`config.mk`:
```
export PLATFORM = sky130hd
export DESIGN_NAME = gdm_lapse_setup
export DESIGN_NICKNAME = d
export VERILOG_FILES = /design/src/hdl/gdm_pkg.sv /design/src/hdl/gdm_lapse_setup.sv
export SDC_FILE = /design/constraint.sdc
export NUM_CORES = 1
export LEC_CHECK = 0
export BUFFER_PORTS_ARGS = -buffer_cell sky130_fd_sc_hd__buf_4
export CAP_MARGIN = 0
export CELL_PAD_IN_SITES_DETAIL_PLACEMENT = 1
export CELL_PAD_IN_SITES_GLOBAL_PLACEMENT = 1
export CORE_AREA = 10 10 458 460
export CTS_BUF_LIST = sky130_fd_sc_hd__clkbuf_16
export DETAILED_ROUTE_END_ITERATION = 16
export DIE_AREA = 0 0 468 470
export GPL_ROUTABILITY_DRIVEN = 0
export GPL_TIMING_DRIVEN = 0
export PLACE_DENSITY_LB_ADDON = 0.1
export SYNTH_ARGS = -nofsm -noshare
export SYNTH_HDL_FRONTEND = slang
export SYNTH_SLANG_ARGS = --single-unit
```
`constraint.sdc`:
```
create_clock -name clk -period 13.2 [get_ports clk]
set_clock_uncertainty 0.15 [all_clocks]
set_input_delay 0.66 -clock clk [delete_from_list [all_inputs] [get_ports clk]]
set_output_delay 0.66 -clock clk [all_outputs]
set_load 0.02 [all_outputs]
```
`src/hdl/gdm_pkg.sv`:
```
// shared types, constants and status codes of the gravitational dilation measure
package gdm_pkg;

    localparam int BODY_COUNT = 16;

    localparam logic [1:0] STATUS_OK    = 2'd0;
    localparam logic [1:0] STATUS_SAT   = 2'd1;
    localparam logic [1:0] STATUS_UNDEF = 2'd2;

    localparam logic [1:0] REG_OBS_X = 2'd0;
    localparam logic [1:0] REG_OBS_Y = 2'd1;
    localparam logic [1:0] REG_OBS_Z = 2'd2;
    localparam logic [1:0] REG_MASS  = 2'd3;

    localparam logic [31:0] MASS_RESET = 32'd65536;

    typedef struct packed {
        logic        [3:0]  body_index;
        logic signed [31:0] body_x;
        logic signed [31:0] body_y;
        logic signed [31:0] body_z;
        logic signed [63:0] body_proper_time;
        logic signed [63:0] coordinate_time;
    } body_word_t;

    typedef struct packed {
        logic        [3:0]  index_out;
        logic        [31:0] distance;
        logic signed [31:0] dilation;
        logic signed [63:0] tau_out;
        logic signed [63:0] observer_time;
        logic        [1:0]  status;
    } result_word_t;

    typedef struct packed {
        logic [31:0] obs_x;
        logic [31:0] obs_y;
        logic [31:0] obs_z;
        logic [31:0] mass;
    } gdm_cfg_t;

    typedef struct packed {
        logic [3:0]  index;
        logic [63:0] tau;
        logic [63:0] tc;
    } gdm_tag_t;

    // one square root lane: radicand shifts out two bits a step
    typedef struct packed {
        logic [63:0] num;
        logic [32:0] rem;
        logic [31:0] root;
    } gdm_sqrt_lane_t;

    // lane 0 distance, lane 1 observer radius, lane 2 body radius
    typedef struct packed {
        gdm_tag_t                 tag;
        logic                     dsat;
        gdm_sqrt_lane_t [2:0]     lane;
    } gdm_sqrt_t;

    // one restoring division lane: dividend bits shift in one a step
    typedef struct packed {
        logic [33:0] rem;
        logic [33:0] dvsr;
        logic [31:0] num;
        logic [31:0] quot;
    } gdm_div_lane_t;

    typedef struct packed {
        gdm_tag_t             tag;
        logic [31:0]          distance;
        logic                 dsat;
        logic                 obs_zero;
        logic                 body_zero;
        logic                 undef_obs;
        logic                 ao_neg;
        logic                 ab_neg;
        logic                 t_neg;
        logic                 qovf;
        logic [63:0]          tm;
        logic [63:0]          p_lo;
        logic [63:0]          p_hi;
        gdm_div_lane_t [1:0]  lane;
    } gdm_div_t;

endpackage

```
`src/hdl/gdm_lapse_setup.sv`:
```
// lapse setup: radii to lapse dividends and divisors, time magnitude
module gdm_lapse_setup
    import gdm_pkg::*;
(
    input  logic        clk,
    input  logic        rst_n,
    input  logic [31:0] mass,
    input  logic        up_valid,
    output logic        up_ready,
    input  gdm_sqrt_t   up_data,
    output logic        dn_valid,
    input  logic        dn_ready,
    output gdm_div_t    dn_data
);

    logic        valid_reg;
    gdm_div_t    data_reg;
    gdm_div_t    data_next;
    logic [31:0] r    [2];
    logic [32:0] two_r[2];
    logic [32:0] diff [2];
    logic [33:0] den  [2];
    logic        neg  [2];

    assign up_ready = !valid_reg || dn_ready;

    // lapse magnitude is |2r-m| * 2^31 / (2r+m), high dividend half preloaded
    always_comb
    begin
        data_next = '0;
        r[0] = up_data.lane[1].root;
        r[1] = up_data.lane[2].root;
        for (int l = 0; l < 2; l++)
        begin
            two_r[l] = {r[l], 1'b0};
            den[l]   = {1'b0, two_r[l]} + {2'b0, mass};
            neg[l]   = two_r[l] < {1'b0, mass};
            diff[l]  = neg[l] ? ({1'b0, mass} - two_r[l]) : (two_r[l] - {1'b0, mass});
            data_next.lane[l].rem  = {2'b0, diff[l][32:1]};
            data_next.lane[l].dvsr = den[l];
            data_next.lane[l].num  = {diff[l][0], 31'b0};
            data_next.lane[l].quot = '0;
        end
        data_next.tag       = up_data.tag;
        data_next.dsat      = up_data.dsat;
        data_next.distance  = up_data.dsat ? 32'hFFFF_FFFF : up_data.lane[0].root;
        data_next.obs_zero  = r[0] == 32'd0;
        data_next.body_zero = r[1] == 32'd0;
        data_next.ao_neg    = neg[0];
        data_next.ab_neg    = neg[1];
        data_next.t_neg     = up_data.tag.tc[63];
        data_next.tm        = up_data.tag.tc[63] ? (~up_data.tag.tc + 64'd1) : up_data.tag.tc;
    end

    always_ff @(posedge clk or negedge rst_n)
    begin
        if (!rst_n)
        begin
            valid_reg <= 1'b0;
        end
        else if (up_ready)
        begin
            valid_reg <= up_valid;
        end
    end

    always_ff @(posedge clk)
    begin
        if (up_ready && up_valid)
        begin
            data_reg <= data_next;
        end
    end

    assign dn_valid = valid_reg;
    assign dn_data  = data_reg;

endmodule

```
==> results_dict.tcl <==
set metrics [dict create \
    drtAntennaViolNets 0 \
    core_sq_um 200900 \
    grt_pass1_vias 23030 \
    hold_path_class "input port to flip-flop" \
    max_freq_mhz 159.6 \
    drt-pass1-iter-count 4 \
    crit_fanout 10 \
    grt_overflow_total 0 \
    cp.arrival_ns 6.45 \
    fin_ws_ns 6.933 \
    clkLatencyLatePin_ns 0.65 \
    dpl.cell_count 5893 \
    grtUsageMet3_pct 4.831 \
    slew_headroom_pct 24.83 \
    drv_slew 0 \
    grt.met1_usage_pct 13.28 \
    tritoncts "built" \
    drtIter0Drc 695 \
    critical_path_class "input port to flip-flop" \
    netlist_instances 2322 \
    yosys_warnings 0 \
    grt_pass1_wl_mm 188.6 \
    track_usage_pct 12.04 \
    endpoint_kind "flip-flop" \
    leakage_nw 15.07 \
    vdd_ir_drop_max_uv 96.13 \
    grt_busiest_layer "met2" \
    die_x_microns 468 \
    synth_edf_count 363 \
    p_per_area_nw_per_um2 112.3 \
    fp-row-count 165 \
    required_ns 13.38 \
    tns_ns 0 \
    use_met2_pct 21.33 \
    worst_pin_slew_ns 1.120 \
    status "finished, final reports clean" \
    rsz0062_at_grt "false" \
    vias_per_cell 3.387 \
    setup_violations 0 \
    syn_to_final_growth_pct 49.45 \
    yosys_most_used_dff "edfxtp_1" \
    finalHoldViolCount 0 \
    wl_per_cell_microns 22.87 \
    nets 4125 \
    placement.io_buffers 633 \
    vias 20660 \
    layout_common_cells "buf_4, edfxtp_1, conb_1" \
    cts_sinks 364 \
    synthArstFlopShare_pct 0.2747 \
    cts_buffer_depth 3 \
    syn_area_sq_um 24030 \
    yosysUniqueCellTypes 73 \
    htreeDepth 2 \
    die_h_microns 470 \
    totalWireLength_mm 139.5 \
    post-route-util_pct 17.88 \
    antenna_found_initial 31 \
    fin_cells 6101 \
    start_util_pct 11.96 \
    synth-seq-area-share_pct 45.46 \
    dpl_worst_slack_ns 6.039 \
    root_buffer "clkbuf_16" \
    grt_max_degree 62 \
    synth_area_per_cell_sq_um 10.35 \
    drive_gt1_share_pct 30.48 \
    drc_errors 0 \
    fin_crit_ns 6.267 \
    ctsResizeCount 0 \
    io_pins 1186 \
    startpoint_type "input port" \
    clk_pin_slew_ns 0.06 \
    final_common_cell "buf_4" \
    maxCapViolations 0 \
    die_area_sq_um 220000 \
    fin_crit_sh_pct 47.48 \
    hpwl_mm 117.7 \
    ys_ff_latch 364 \
    cts_made_buffers 54 \
]
-- through the flow --
stage                     power (mW)  area [sq um]  hold WS [ns]
after global routing           4.298         35890       0.02055
final                          4.034         35910       0.08836
after global placement         2.724         33100        0.2868
after CTS                      4.180         35880      0.002234
after floorplan                2.134         25000        0.2144
after detailed placement       2.679         33280        0.2861
-- power breakdown --
part	internal (mW)	total (mW)	switching (mW)
registers	1.41	1.44	0.0318
clock network	0.769	1.38	0.615
logic	0.437	1.21	0.774
total	2.61	4.03	1.42
-- cell usage after synthesis, drive strengths merged (7+ instances only) --
| master | n | area share (%) |
|---|---|---|
| nand4 | 22 | 0.57 |
| o211ai | 10 | 0.31 |
| a31oi | 17 | 0.44 |
| o21ai | 99 | 2.1 |
| buf | 274 | 8.4 |
| mux2i | 10 | 0.42 |
| nor2b | 20 | 0.52 |
| nor4 | 34 | 0.89 |
| clkinv | 8 | 0.12 |
| o31ai | 37 | 1.2 |
| xnor2 | 149 | 5.4 |
| nor3 | 39 | 0.81 |
| o21bai | 49 | 1.5 |
| a21o | 45 | 1.4 |
| inv | 157 | 2.5 |
| nand3 | 20 | 0.42 |
| a211oi | 13 | 0.41 |
| a311oi | 7 | 0.26 |
| ha | 187 | 9.7 |
| xor2 | 32 | 1.2 |
| nand2b | 16 | 0.45 |
| or2 | 46 | 1.2 |
| nand2 | 89 | 1.4 |
| o41ai | 13 | 0.47 |
| nor2 | 154 | 2.4 |
| or3 | 26 | 0.72 |
| or4 | 12 | 0.39 |
| clkbuf | 77 | 1.2 |
| and3 | 9 | 0.23 |
| edfxtp | 363 | 45 |
| a21oi | 204 | 4.2 |
-- metal layers --
layer | share of wire, % | vias up
li1 | - | 9859
met1 | 39 | 9899
met2 | 49 | 759
met3 | 9.2 | 135
met4 | 2.6 | 10
met5 | 0.037 | -
-- cells by family after synthesis --
kind of cell / synth area share, %
AO/OA/AOI/OAI: 14.54
buffers and inverters: 12.20
AND/OR/NAND/NOR: 10.48
flip-flops: 45.46
adder cells (fa/ha/maj): 10.24
XOR/XNOR: 6.597
multiplexers: 0.4634
other: 0.01561
-- state kept, by name, summed over array words and instances (netlist names) --
| register | flops |
|---|---|
| dn_valid | 1 |
| dn_data | 363 |
-- layout make-up --
class | count | area, sq um
sequential | 364 | 10930
timing repair buffer | 739 | 5918
tap | 2672 | 3343
inverter | 165 | 619.3
fill | 23350 | 165000
multi-input combinational | 1701 | 11150
clock inverter | 40 | 235.2
antenna | 14 | 35.03
clock buffer | 55 | 1376
buffer | 351 | 2312
-- timing repair --
action	in CTS	in global routing
setup buffers	0	0
hold endpoints to repair	99	0
hold buffers	99	0
-- critical path: stages --
cell	delay, ns
buf_4	0.14
inv_1	0.08
ha_1	0.38
clkbuf_1	0.44
nand4_1	0.30
o41ai_1	0.94
nand4_1	0.23
o21ai_1	0.61
clkbuf_1	0.84
buf_1	0.81
mux2i_1	0.23
xnor2_1	0.74
-- worst paths after layout --
check,start,end,slack [ns],cells past startpoint
max in group asynchronous,rst_n,dn_valid$_DFFE_PN0N_,12.64,2
hold / removal,up_data[449],dn_data[557]$_DFFE_PP_,0.09,1
setup reg to reg,dn_valid$_DFFE_PN0N_,dn_data[572]$_DFFE_PP_,10.39,5
setup / recovery,mass[17],dn_data[117]$_DFFE_PP_,6.93,12
hold reg to reg,dn_valid$_DFFE_PN0N_,dn_valid$_DFFE_PN0N_,0.41,2
min in group asynchronous,rst_n,dn_valid$_DFFE_PN0N_,0.18,2
No activity file was read; power rests on OpenSTA's default activity.
