`src/hdl/gdm_pkg.sv`:
```
// shared types, constants and status codes of the gravitational dilation measure
package gdm_pkg;

    localparam int BODY_COUNT = 16;

    localparam logic [1:0] STATUS_OK    = 2'd0;
    localparam logic [1:0] STATUS_SAT   = 2'd1;
    localparam logic [1:0] STATUS_UNDEF = 2'd2;

    localparam logic [1:0] REG_OBS_X = 2'd0;
    localparam logic [1:0] REG_OBS_Y = 2'd1;
    localparam logic [1:0] REG_OBS_Z = 2'd2;
    localparam logic [1:0] REG_MASS  = 2'd3;

    localparam logic [31:0] MASS_RESET = 32'd65536;

    typedef struct packed {
        logic        [3:0]  body_index;
        logic signed [31:0] body_x;
        logic signed [31:0] body_y;
        logic signed [31:0] body_z;
        logic signed [63:0] body_proper_time;
        logic signed [63:0] coordinate_time;
    } body_word_t;

    typedef struct packed {
        logic        [3:0]  index_out;
        logic        [31:0] distance;
        logic signed [31:0] dilation;
        logic signed [63:0] tau_out;
        logic signed [63:0] observer_time;
        logic        [1:0]  status;
    } result_word_t;

    typedef struct packed {
        logic [31:0] obs_x;
        logic [31:0] obs_y;
        logic [31:0] obs_z;
        logic [31:0] mass;
    } gdm_cfg_t;

    typedef struct packed {
        logic [3:0]  index;
        logic [63:0] tau;
        logic [63:0] tc;
    } gdm_tag_t;

    // one square root lane: radicand shifts out two bits a step
    typedef struct packed {
        logic [63:0] num;
        logic [32:0] rem;
        logic [31:0] root;
    } gdm_sqrt_lane_t;

    // lane 0 distance, lane 1 observer radius, lane 2 body radius
    typedef struct packed {
        gdm_tag_t                 tag;
        logic                     dsat;
        gdm_sqrt_lane_t [2:0]     lane;
    } gdm_sqrt_t;

    // one restoring division lane: dividend bits shift in one a step
    typedef struct packed {
        logic [33:0] rem;
        logic [33:0] dvsr;
        logic [31:0] num;
        logic [31:0] quot;
    } gdm_div_lane_t;

    typedef struct packed {
        gdm_tag_t             tag;
        logic [31:0]          distance;
        logic                 dsat;
        logic                 obs_zero;
        logic                 body_zero;
        logic                 undef_obs;
        logic                 ao_neg;
        logic                 ab_neg;
        logic                 t_neg;
        logic                 qovf;
        logic [63:0]          tm;
        logic [63:0]          p_lo;
        logic [63:0]          p_hi;
        gdm_div_lane_t [1:0]  lane;
    } gdm_div_t;

endpackage

```
`src/hdl/gdm_div_cell.sv`:
```
// division cell: one restoring quotient bit for each of two lanes
module gdm_div_cell
    import gdm_pkg::*;
(
    input  logic     clk,
    input  logic     rst_n,
    input  logic     up_valid,
    output logic     up_ready,
    input  gdm_div_t up_data,
    output logic     dn_valid,
    input  logic     dn_ready,
    output gdm_div_t dn_data
);

    logic        valid_reg;
    gdm_div_t    data_reg;
    gdm_div_t    data_next;
    logic [34:0] t [2];

    assign up_ready = !valid_reg || dn_ready;

    // shift in the next dividend bit, subtract the divisor if it fits
    always_comb
    begin
        data_next = up_data;
        for (int l = 0; l < 2; l++)
        begin
            t[l] = {up_data.lane[l].rem, up_data.lane[l].num[31]};
            data_next.lane[l].num = {up_data.lane[l].num[30:0], 1'b0};
            if (t[l] >= {1'b0, up_data.lane[l].dvsr})
            begin
                data_next.lane[l].rem  = 34'(t[l] - {1'b0, up_data.lane[l].dvsr});
                data_next.lane[l].quot = {up_data.lane[l].quot[30:0], 1'b1};
            end
            else
            begin
                data_next.lane[l].rem  = t[l][33:0];
                data_next.lane[l].quot = {up_data.lane[l].quot[30:0], 1'b0};
            end
        end
    end

    always_ff @(posedge clk or negedge rst_n)
    begin
        if (!rst_n)
        begin
            valid_reg <= 1'b0;
        end
        else if (up_ready)
        begin
            valid_reg <= up_valid;
        end
    end

    always_ff @(posedge clk)
    begin
        if (up_ready && up_valid)
        begin
            data_reg <= data_next;
        end
    end

    assign dn_valid = valid_reg;
    assign dn_data  = data_reg;

endmodule

```
`config.mk`:
```
export PLATFORM = sky130hd
export DESIGN_NAME = gdm_div_cell
export DESIGN_NICKNAME = d
export VERILOG_FILES = /design/src/hdl/gdm_pkg.sv /design/src/hdl/gdm_div_cell.sv
export SDC_FILE = /design/constraint.sdc
export NUM_CORES = 1
export LEC_CHECK = 0
export BUFFER_PORTS_ARGS = -buffer_cell sky130_fd_sc_hd__buf_4
export CORE_AREA = 2 2 496 498
export CTS_CLUSTER_DIAMETER = 120
export DETAILED_ROUTE_END_ITERATION = 10
export DIE_AREA = 0 0 498 500
export SYNTH_ARGS = -nofsm -noshare
export SYNTH_HDL_FRONTEND = slang
export SYNTH_SLANG_ARGS = --single-unit
```
`constraint.sdc`:
```
create_clock -name clk -period 22.1 [get_ports clk]
set_input_delay 6.63 -clock clk [delete_from_list [all_inputs] [get_ports clk]]
set_output_delay 6.63 -clock clk [all_outputs]
set_load 0.05 [all_outputs]
```
==> flow_summary.yaml <==
worst_setup_path:
  r2r_setup_slack_ns: 18.62
  critPathCaptureType: "output port"
  worstPathRequired_ns: 15.47
  cp_max_fo: 3
  arrival_ns: 7.20
  r2r_start: "dn_valid"
  start_kind: "input port"
  r2r_cells: 4
  path_class: "input port to output port"
  timing.rr.end: "dn_data[55]"
route:
  via_count: 19213
  routed.top_layer: "met5"
  wl_per_cell_um: 32.65
  wl_met1_um: 63010
  drc: 0
  drt_wl_total_um: 196400
  wl_met3_um: 30100
  first_pass_iters: 5
  avgViaCountPerCell: 3.194
  drt_iter0_markers: 1412
  met2_length_um: 94220
  drt.antenna.violating_nets: 0
pwr:
  powerDensity_nw_per_um2: 90.84
  ir_drop_mv: 0.06421
  internal_power_mw: 2.505
  pwr-share-comb: 0.189
  finalPower_mw: 3.633
  netSwitchingFraction: 0.3106
  net-switching-power_mw: 1.128
  p_leak_nw: 15.81
  seqPwrFrac: 0.394
  clockPowerShare: 0.417
floorplanning:
  placementRows: 182
  ios: 1262
  die_w_um: 498
  die-area_um2: 249000
  coreArea_um2: 244300
  start_util: 0.09595
  die_y_um: 500
sta:
  skew_ns: 0.03806
  tns_ns: 0
  relSlewSlack: 0.2282
  max_clock_freq_mhz: 72.30
  hold_violations: 0
  finalCriticalPeriod_ns: 13.83
  worst_pin_slew_ns: 1.158
  post-route-period-util: 0.6258
  slew_viol_final: 0
  setup-violations-final: 0
  grt_setup_unrepaired: "no"
clock_tree:
  clock_latency_ns: 0.74
  clk_pin_slew_ns: 0.06
  cts-resized-gates: 0
  htreeDepth: 3
  cts_tree: "built"
  clkSinkCount: 627
  cts_made_buffers: 87
  cts-root-buf: "clkbuf_16"
  postCtsSetupRepairBufs: 0
  ctsHoldBuffers: 0
  clockBufferDepth: 3
flow_run:
  max_cap_viol_count: 0
yosys:
  synth_edf_count: 626
  synth.avg_cell_area_um2: 17.30
  synth-main-ff-cell: "edfxtp_1"
  synth-async-reset-ratio: 0.001595
  seq_area_frac_synth: 0.8029
  ys_ff_latch: 627
  ys_warn_count: 0
  synth_cells: 1355
  synthesis.area_um2: 23440
  synth_cell_types: 66
layout:
  fin_nets: 3384
  drive_gt1_frac: 0.5196
  final_cells: 6016
  final_core_util: 0.1637
  fin_area_um2: 39990
  areaGrowthSynthToFinish_pct: 70.57
place:
  dpl_cell_area_um2: 36870
  place_congestion: 0.9164
  port_buffers: 1257
  dp_hpwl_um: 174400
  post-place-cells: 5813
global_routing:
  grt_max_degree: 156
  antenna_found_initial: 281
  grtUsageTotal: 0.1516
  grt_first_pass_wirelength_um: 234800
  grt-ovfl-total: 0
  grt_pass1_vias: 18489
worst_hold_path:
  worstHoldPathType: "flop to flop"
  holdPathEnd: "dn_valid"
  min-delay-start: "dn_valid"
  hold_path_depth: 2
run_status:
  status: "complete, no violations"
[Yosys cell counts, types with 2 or more instances]
cell type | instances | area share
or3_1 | 4 | 0.0011
a31oi_1 | 8 | 0.0021
xor2_1 | 23 | 0.0086
inv_1 | 90 | 0.014
nand4_1 | 10 | 0.0027
mux2_1 | 2 | 0.00096
nand3b_1 | 5 | 0.0016
o41ai_1 | 2 | 0.00075
ha_1 | 68 | 0.036
a211oi_1 | 9 | 0.0029
buf_2 | 10 | 0.0021
xnor2_1 | 31 | 0.012
o221a_2 | 2 | 0.00096
o21a_1 | 4 | 0.0013
nor2_1 | 52 | 0.0083
nand3_1 | 25 | 0.0053
buf_4 | 6 | 0.0019
clkbuf_1 | 13 | 0.0021
and3_1 | 14 | 0.0037
fa_1 | 2 | 0.0017
nor2b_1 | 6 | 0.0016
and2_1 | 6 | 0.0016
a21oi_1 | 87 | 0.019
nor4_1 | 4 | 0.0011
o211a_1 | 2 | 0.00085
o31ai_1 | 7 | 0.0022
o21ai_0 | 52 | 0.011
or2_2 | 2 | 0.00053
mux2_2 | 10 | 0.0048
o221ai_1 | 3 | 0.0011
nor3_1 | 7 | 0.0015
o21ai_1 | 9 | 0.0019
a311oi_1 | 3 | 0.0011
a41oi_1 | 3 | 0.0011
nand2b_1 | 9 | 0.0024
nand2_1 | 67 | 0.011
a21o_1 | 31 | 0.0099
edfxtp_1 | 626 | 0.80
o21bai_1 | 14 | 0.0045
[worst max-delay path, cell delays in order]
cell      delay (ns)
buf_4           0.07
nand2b_1        0.17
buf_4           0.30
[power groups by stage]
| stage | Combinational [mW] | Clock [mW] | Sequential, mW |
|---|---|---|---|
| floorplan | 0.136 | 0 | 1.71 |
| detailed placement | 0.699 | 0 | 1.46 |
| CTS | 0.700 | 1.58 | 1.43 |
| global placement | 0.696 | 0 | 1.46 |
| global route | 0.721 | 1.61 | 1.44 |
| finish | 0.686 | 1.51 | 1.43 |
[kinds of logic after synthesis]
| group | after synthesis | synth area share |
|---|---|---|
| buffers and inverters | 121 | 0.02119 |
| multiplexers | 14 | 0.006831 |
| AO/OA/AOI/OAI | 252 | 0.06676 |
| XOR/XNOR | 54 | 0.02017 |
| other | 1 | 0.0001599 |
| AND/OR/NAND/NOR | 216 | 0.04403 |
| flip-flops | 627 | 0.8029 |
| adder cells (fa/ha/maj) | 70 | 0.03800 |
[placed cells by master, fill, tap and decap left out, types with 23 or more instances in the layout]
| cell | synthesis | final |
|---|---|---|
| buf_4 | 6 | 1266 |
| edfxtp_1 | 626 | 626 |
| inv_1 | 90 | 90 |
| a21oi_1 | 87 | 87 |
| clkbuf_16 | 0 | 87 |
| ha_1 | 68 | 68 |
| nand2_1 | 67 | 67 |
| nor2_1 | 52 | 52 |
| o21ai_0 | 52 | 52 |
| diode_2 | 0 | 42 |
| a21o_1 | 31 | 31 |
| xnor2_1 | 31 | 31 |
| nand3_1 | 25 | 25 |
| xor2_1 | 23 | 23 |
[metrics by stage]
stage          setup slack [ns]  hold WS, ns
3_5_place_dp              8.262       0.5860
4_1_cts                   8.258       0.6023
3_3_place_gp              8.266       0.5795
5_1_grt                   8.229       0.6410
6_report                  8.269       0.6012
2_1_floorplan             6.785        1.175
[how the worst max path moves through the flow]
| stage | from | to | slack (ns) | cells past startpoint |
|---|---|---|---|---|
| after floorplan | dn_ready | dn_data[0] | 6.78 | 2 |
| final | dn_ready | up_ready | 8.27 | 3 |
| after global routing | dn_ready | up_ready | 8.23 | 3 |
| after global placement | dn_ready | up_ready | 8.27 | 3 |
| after detailed placement | dn_ready | up_ready | 8.26 | 3 |
| after CTS | dn_ready | up_ready | 8.26 | 3 |
[cell type report]
class / count / area, um^2
flip-flops and latches: 627 / 18820
fillers: 27084 / 204400
repair buffers: 1267 / 9524
inverters: 91 / 341.6
clock buffers: 96 / 2211
clock inverters: 65 / 808.3
multi-input cells: 608 / 4149
well taps: 3220 / 4029
diodes: 42 / 105.1
[registers in the layout, summed over array words and instances (netlist names)]
| signal | count |
|---|---|
| dn_data | 626 |
| dn_valid | 1 |
[per-layer routing]
| metal | vias up | global-route usage |
|---|---|---|
| li1 | 7921 | - |
| met1 | 9067 | 0.1425 |
| met2 | 1423 | 0.2580 |
| met3 | 596 | 0.1092 |
| met4 | 206 | 0.04839 |
| met5 | - | 0 |
(Power assumes the default switching activity.)
