[config.mk]
export PLATFORM = sky130hd
export DESIGN_NAME = gdm_sqrt_cell
export DESIGN_NICKNAME = d
export VERILOG_FILES = /design/src/hdl/gdm_pkg.sv /design/src/hdl/gdm_sqrt_cell.sv
export SDC_FILE = /design/constraint.sdc
export NUM_CORES = 1
export LEC_CHECK = 0
export BUFFER_PORTS_ARGS = -buffer_cell sky130_fd_sc_hd__buf_2
export CAP_MARGIN = 20
export CORE_AREA = 4 4 401 403
export DETAILED_ROUTE_END_ITERATION = 8
export DIE_AREA = 0 0 405 407
export GPL_TIMING_DRIVEN = 1
export PLACE_DENSITY_LB_ADDON = 0.12
export SLEW_MARGIN = 15
export SYNTH_ARGS = -nofsm -noshare
export SYNTH_HDL_FRONTEND = slang
export SYNTH_SLANG_ARGS = --single-unit
export TNS_END_PERCENT = 50
[constraint.sdc]
create_clock -name clk -period 15.1 [get_ports clk]
set_clock_uncertainty 0.2 [all_clocks]
set_input_delay 3.02 -clock clk [delete_from_list [all_inputs] [get_ports clk]]
set_output_delay 3.02 -clock clk [all_outputs]
set_load 0.1 [all_outputs]
[src/hdl/gdm_pkg.sv]
// shared types, constants and status codes of the gravitational dilation measure
package gdm_pkg;

    localparam int BODY_COUNT = 16;

    localparam logic [1:0] STATUS_OK    = 2'd0;
    localparam logic [1:0] STATUS_SAT   = 2'd1;
    localparam logic [1:0] STATUS_UNDEF = 2'd2;

    localparam logic [1:0] REG_OBS_X = 2'd0;
    localparam logic [1:0] REG_OBS_Y = 2'd1;
    localparam logic [1:0] REG_OBS_Z = 2'd2;
    localparam logic [1:0] REG_MASS  = 2'd3;

    localparam logic [31:0] MASS_RESET = 32'd65536;

    typedef struct packed {
        logic        [3:0]  body_index;
        logic signed [31:0] body_x;
        logic signed [31:0] body_y;
        logic signed [31:0] body_z;
        logic signed [63:0] body_proper_time;
        logic signed [63:0] coordinate_time;
    } body_word_t;

    typedef struct packed {
        logic        [3:0]  index_out;
        logic        [31:0] distance;
        logic signed [31:0] dilation;
        logic signed [63:0] tau_out;
        logic signed [63:0] observer_time;
        logic        [1:0]  status;
    } result_word_t;

    typedef struct packed {
        logic [31:0] obs_x;
        logic [31:0] obs_y;
        logic [31:0] obs_z;
        logic [31:0] mass;
    } gdm_cfg_t;

    typedef struct packed {
        logic [3:0]  index;
        logic [63:0] tau;
        logic [63:0] tc;
    } gdm_tag_t;

    // one square root lane: radicand shifts out two bits a step
    typedef struct packed {
        logic [63:0] num;
        logic [32:0] rem;
        logic [31:0] root;
    } gdm_sqrt_lane_t;

    // lane 0 distance, lane 1 observer radius, lane 2 body radius
    typedef struct packed {
        gdm_tag_t                 tag;
        logic                     dsat;
        gdm_sqrt_lane_t [2:0]     lane;
    } gdm_sqrt_t;

    // one restoring division lane: dividend bits shift in one a step
    typedef struct packed {
        logic [33:0] rem;
        logic [33:0] dvsr;
        logic [31:0] num;
        logic [31:0] quot;
    } gdm_div_lane_t;

    typedef struct packed {
        gdm_tag_t             tag;
        logic [31:0]          distance;
        logic                 dsat;
        logic                 obs_zero;
        logic                 body_zero;
        logic                 undef_obs;
        logic                 ao_neg;
        logic                 ab_neg;
        logic                 t_neg;
        logic                 qovf;
        logic [63:0]          tm;
        logic [63:0]          p_lo;
        logic [63:0]          p_hi;
        gdm_div_lane_t [1:0]  lane;
    } gdm_div_t;

endpackage

[src/hdl/gdm_sqrt_cell.sv]
// square root cell: one result bit for each of three lanes
module gdm_sqrt_cell
    import gdm_pkg::*;
(
    input  logic      clk,
    input  logic      rst_n,
    input  logic      up_valid,
    output logic      up_ready,
    input  gdm_sqrt_t up_data,
    output logic      dn_valid,
    input  logic      dn_ready,
    output gdm_sqrt_t dn_data
);

    logic      valid_reg;
    gdm_sqrt_t data_reg;
    gdm_sqrt_t data_next;
    logic [34:0] t     [3];
    logic [34:0] trial [3];

    assign up_ready = !valid_reg || dn_ready;

    // bring in two radicand bits, try root*4+1
    always_comb
    begin
        data_next = up_data;
        for (int l = 0; l < 3; l++)
        begin
            t[l]     = {up_data.lane[l].rem, up_data.lane[l].num[63:62]};
            trial[l] = {1'b0, up_data.lane[l].root, 2'b01};
            data_next.lane[l].num = {up_data.lane[l].num[61:0], 2'b00};
            if (t[l] >= trial[l])
            begin
                data_next.lane[l].rem  = 33'(t[l] - trial[l]);
                data_next.lane[l].root = {up_data.lane[l].root[30:0], 1'b1};
            end
            else
            begin
                data_next.lane[l].rem  = t[l][32:0];
                data_next.lane[l].root = {up_data.lane[l].root[30:0], 1'b0};
            end
        end
    end

    always_ff @(posedge clk or negedge rst_n)
    begin
        if (!rst_n)
        begin
            valid_reg <= 1'b0;
        end
        else if (up_ready)
        begin
            valid_reg <= up_valid;
        end
    end

    always_ff @(posedge clk)
    begin
        if (up_ready && up_valid)
        begin
            data_reg <= data_next;
        end
    end

    assign dn_valid = valid_reg;
    assign dn_data  = data_reg;

endmodule

==> results.txt, run 1 <==
Synthesis Warnings: 0
max-cap violation count: 0
clk sinks: 515
Unique masters post-synth: 75
cells along the critical path: buf_2 > nand2b_1 > buf_2
post-route ant nets: 0
fin crit period: 6940 ps
1st-iter DRT viols: 1057
Detailed Place HPWL: 95.13 mm
Area Overhead vs Synth: 44.94%
RSZ-0062 raised after global routing: false
max incr delay on CP: 480 ps
Die ar.: 164800 um^2
WP buf/inv: 2
Finish-stage setup viols: 0
Max Slew Vio Count: 0
Critical Path Fanout Max: 3
CP endpoint kind: output pin
max_slew headroom: 0.3228
first-pass GRT wire length: 149.2 mm
Worst Tran Pin Value: 1016 ps
fraction of registers with async set/reset: 0.001942
ratio of cells with drive above 1 in the final layout: 0.4589
cell count after synthesis: 1534
PortBufs: 1039
clock slew at reported path FFs: 50 ps
DRC: 0
CP Launch Type: input pin
drt pass-1 iters: 4
CP max stage cell: buf_2
status: completed
placeable core area: 157500 um^2
via count: 17124
TritonCTS clock tree: done
Synth Cell Area: 22380 um^2
Final nets: 3250
number of synthesized flops with an enable pin: 514
Hold Buf Count CTS: 0
Mapped Avg Cell Area: 14.59 um^2
Worst-Skew Late Latency: 620 ps
Routability Congestion: 0.7869
CTS Buf Count: 72
Detailed Route WL: 114.3 mm
largest net degree at the start of global routing: 138
P_leak: 13.48 nW
Max H-tree Level: 3
worst path required time: 11880 ps
Die Height: 407 um
Initial Util: 0.1421
vias per cell: 3.581
HP Class: reg2reg
WHS: 348.0 ps
pwr dens: 142.2 nW/um^2
vias in the first global route: 17582
Final Hold Fails: 0
synthesis-stage register bit count: 515
most common cell after layout, fill and taps aside: buf_2
initial antenna violation count: 65
Rows: 146
Final period util: 0.4596
global route total overflow: 0
setup TNS: 0 ps
delay-heaviest family, CP: buffers and inverters
PostCTS Resize Cnt: 0
VDD IR max: 78.71 uV
gr usage total: 0.1313
sequential area share after synthesis: 0.6908
Root Driver: clkbuf_16
DIE WIDTH: 405 um
critical path type: in2out
IO Pins: 1046
crit-path most repeated cell: buf_2
routed length per instance: 23.90 um
Fmax: 144.1 MHz
commonest cells after routing, fill and taps aside: buf_2 (1039), edfxtp_1 (514), inv_1 (133), ha_1 (102)
Clock Path Buffers: 3
setup bufs post-CTS: 0
arrival time worst endpoint: 3720 ps
Post-synth top flop: edfxtp_1
[power breakdown]
group / total [mW] / internal (mW) / switching (mW)
Sequential: 1.72 / 1.70 / 0.0249
Clock: 1.66 / 0.940 / 0.719
Combinational: 1.23 / 0.247 / 0.981
Total: 4.61 / 2.89 / 1.73
[logic make-up (layout without fill, tap and decap cells)]
logic type | count (synthesis) | in the layout | synth area share
flip-flops | 515 | 515 | 0.6908
AO/OA/AOI/OAI | 327 | 327 | 0.09666
AND/OR/NAND/NOR | 272 | 272 | 0.05881
buffers and inverters | 171 | 1308 | 0.03142
adder cells (fa/ha/maj) | 102 | 102 | 0.05702
XOR/XNOR | 81 | 81 | 0.03170
multiplexers | 65 | 65 | 0.03343
other | 1 | 40 | 0.0001676
[worst reg2reg max path, delay by kind of cell (launching register included)]
family / cells / cell delay [ps]
simple gates: 2 / 580
buf+inv: 3 / 2420
flops: 1 / 370
[per-layer routing]
metal | vias up | global-route usage | routed length (um)
met5 | - | 0 | 147
met4 | 20 | 0.04856 | 2857
met3 | 164 | 0.06654 | 12440
met2 | 748 | 0.2191 | 56000
met1 | 8181 | 0.1427 | 42830
li1 | 8011 | - | -
[through the flow]
| step | std cells | setup slack (ps) | instance area (um^2) | total power [mW] | util |
|---|---|---|---|---|---|
| 2_1_floorplan | 1539 | 4187 | 22400 | 2.706 | - |
| 3_3_place_gp | 4622 | 8087 | 30090 | 3.005 | 0.1911 |
| 3_5_place_dp | 4622 | 8136 | 30090 | 2.998 | 0.1911 |
| 4_1_cts | 4748 | 8164 | 32350 | 4.729 | 0.2055 |
| 5_1_grt | 4757 | 8145 | 32380 | 4.829 | 0.2056 |
| 6_report | 4782 | 8160 | 32440 | 4.612 | 0.2060 |
[worst paths after layout]
check / start / to / slack [ps] / cells past startpoint
min: dn_valid / dn_valid / 350 / 2
min in group asynchronous: rst_n / dn_valid / 1960 / 1
min reg2reg: dn_valid / dn_valid / 350 / 2
max in group asynchronous: rst_n / dn_valid / 12650 / 1
max: dn_ready / up_ready / 8160 / 3
max reg2reg: dn_valid / dn_data[292] / 11100 / 5
[final cells by class]
class / instances / area [um^2]
antenna: 34 / 85.08
clock buffer: 87 / 1858
sequential: 515 / 15460
timing repair buffer: 1049 / 5288
inverter: 133 / 499.2
tap: 2072 / 2592
fill: 17229 / 125000
clock inverter: 39 / 409.1
multi-input combinational: 853 / 6247
[cells in the mapped netlist (all sizes together) (17+ instances only)]
library cell / instances / area [um^2]
mux2: 60 / 698.2
nand2: 86 / 322.8
clkbuf: 18 / 67.56
o21a: 20 / 150.1
edfxtp: 514 / 15430
xnor2: 50 / 437.9
inv: 133 / 499.2
a21o: 31 / 234.0
nor2b: 17 / 106.4
ha: 102 / 1276
xor2: 31 / 271.5
a31oi: 18 / 142.6
buf: 20 / 136.4
nor3: 17 / 85.08
nor2: 62 / 232.7
o21ai: 77 / 400.4
a21oi: 87 / 439.2
[state kept, by name (all words and copies together) (netlist names)]
register	flops
dn_data	514
dn_valid	1
No activity file was read; power rests on OpenSTA's default activity.
==> run 2, diff against run 1 <==
clock period = 6.9 ns   (was 15.1 ns; I/O delays follow)
==> run 2 against run 1 <==
Effect of this change:
- global-route usage down 0.22 points
- sequential cell count unchanged
- cell area down 0.24%
- utilization about the same
- combinational power up 120%
- sequential share of layout area up 0.11 points
- register-to-register slack worse by 6700 ps
- largest power group unchanged
- final cell count down 0.36%
- routed wire length down 1.8%
==> results.txt, run 2 (same netlist as run 1, synthesis figures left out) <==
Fmax: 213.4 MHz
max-cap violation count: 0
clk sinks: 515
via count: 17118
P_leak: 13.48 nW
global route total overflow: 0
pre-CTS WS: 1512 ps
worst reg2reg path depth: 3
crit-path most repeated cell: a31oi_4
CP endpoint kind: flop
Detailed Place HPWL: 93.52 mm
setup TNS: 0 ps
VDD IR max: 179.0 uV
Worst-Skew Late Latency: 670 ps
1st-iter DRT viols: 925
gr usage total: 0.1291
clock slew at reported path FFs: 50 ps
Detailed Route WL: 112.2 mm
largest net degree at the start of global routing: 106
Root Driver: clkbuf_16
PortBufs: 1039
Total Power: 10.00 mW
Worst Tran Pin Value: 902.1 ps
max_slew headroom: 0.3963
critical path type: in2reg
area of the multi-input gates: 6247 um^2
placed cell count: 4623
cells along the critical path: buf_2 > inv_1 > ha_1 > nand4_1 > a21oi_2 > o221ai_2 > a31oi_4 > a31oi_4 > o31ai_4 > a41oi_2 > o21ai_4 > buf_4 > mux2_2
Finish-stage setup viols: 0
CTS Buf Count: 69
sequential cell area: 15460 um^2
Critical Path Fanout Max: 19
Area Overhead vs Synth: 44.60%
first-pass GRT wire length: 147.9 mm
fin crit period: 4686 ps
DRC: 0
setup slack after layout: 2214 ps
RSZ-0062 raised after global routing: false
Worst path depth: 13
Max H-tree Level: 3
pwr dens: 309.1 nW/um^2
Post-Layout Cell Count: 4765
max incr delay on CP: 520 ps
ratio of cells with drive above 1 in the final layout: 0.4596
setup bufs post-CTS: 0
Max Slew Vio Count: 0
initial antenna violation count: 65
Hold Buf Count CTS: 0
Rows: 146
Final Util: 0.2055
DIE WIDTH: 405 um
HP Class: in2async
most common cell after layout, fill and taps aside: buf_2
post-route ant nets: 0
IO Pins: 1046
Final nets: 3248
routed length per instance: 23.54 um
Routability Congestion: 0.7778
CP max stage cell: o21ai_4
fill cell count: 17255
WP buf/inv: 3
arrival time worst endpoint: 4870 ps
delay-heaviest family, CP: compound AO/OA/AOI/OAI gates
PostCTS Resize Cnt: 0
CP Launch Type: input pin
placeable core area: 157500 um^2
Die Height: 407 um
Die ar.: 164800 um^2
Initial Util: 0.1421
Final period util: 0.6791
commonest cells after routing, fill and taps aside: buf_2 (1039), edfxtp_1 (514), inv_1 (133), ha_1 (102)
vias per cell: 3.592
max FFs per register: 514
worst path required time: 7080 ps
Clock Path Buffers: 3
TritonCTS clock tree: done
vias in the first global route: 17651
drt pass-1 iters: 4
status: completed
Final Hold Fails: 0
==> run 2: changes by cell type in the layout (fill, tap and decap cells not counted) <==
cell / change
diode_2: -13
clkinv_2: +6
clkinvlp_4: -5
clkinv_1: -4
buf_12: +3
clkbuf_16: -3
buf_4: -2
inv_6: +2
clkinv_4: -1
==> run 2: path summary, 6_finish.rpt <==
kind | start | to | slack [ps]
setup / recovery | up_data[4] | dn_data[34] | 2210
max in group asynchronous | rst_n | dn_valid | 6140
setup reg to reg | dn_valid | dn_data[43] | 4390
hold / removal | rst_n | dn_valid | 270
hold reg to reg | dn_valid | dn_valid | 430
min in group clk | dn_valid | dn_valid | 430
==> run 2: area by class of cell <==
type / instances / share of cell area
sequential: 515 / 0.4777
multi-input combinational: 853 / 0.1930
timing repair buffer: 1050 / 0.1648
tap: 2072 / 0.08011
clock buffer: 84 / 0.05509
inverter: 133 / 0.01543
clock inverter: 37 / 0.01222
antenna: 21 / 0.001624
==> run 2: layer usage <==
layer,global-route usage,routed length (um)
met5,0,266
met4,0.04342,3586
met3,0.06298,11970
met2,0.2173,54160
met1,0.1419,42200
==> run 2: through the flow <==
step	hold slack, ps	area (um^2)
3_5_place_dp	445.2	30130
3_3_place_gp	405.2	30130
5_1_grt	192.8	32320
4_1_cts	180.5	32310
6_report	273.2	32360
2_1_floorplan	884.4	22400
==> run 2: report_power, final <==
group	total (mW)	internal (mW)	switching, mW
Sequential	3.77	3.72	0.0544
Combinational	2.70	0.546	2.15
Clock	3.54	1.98	1.55
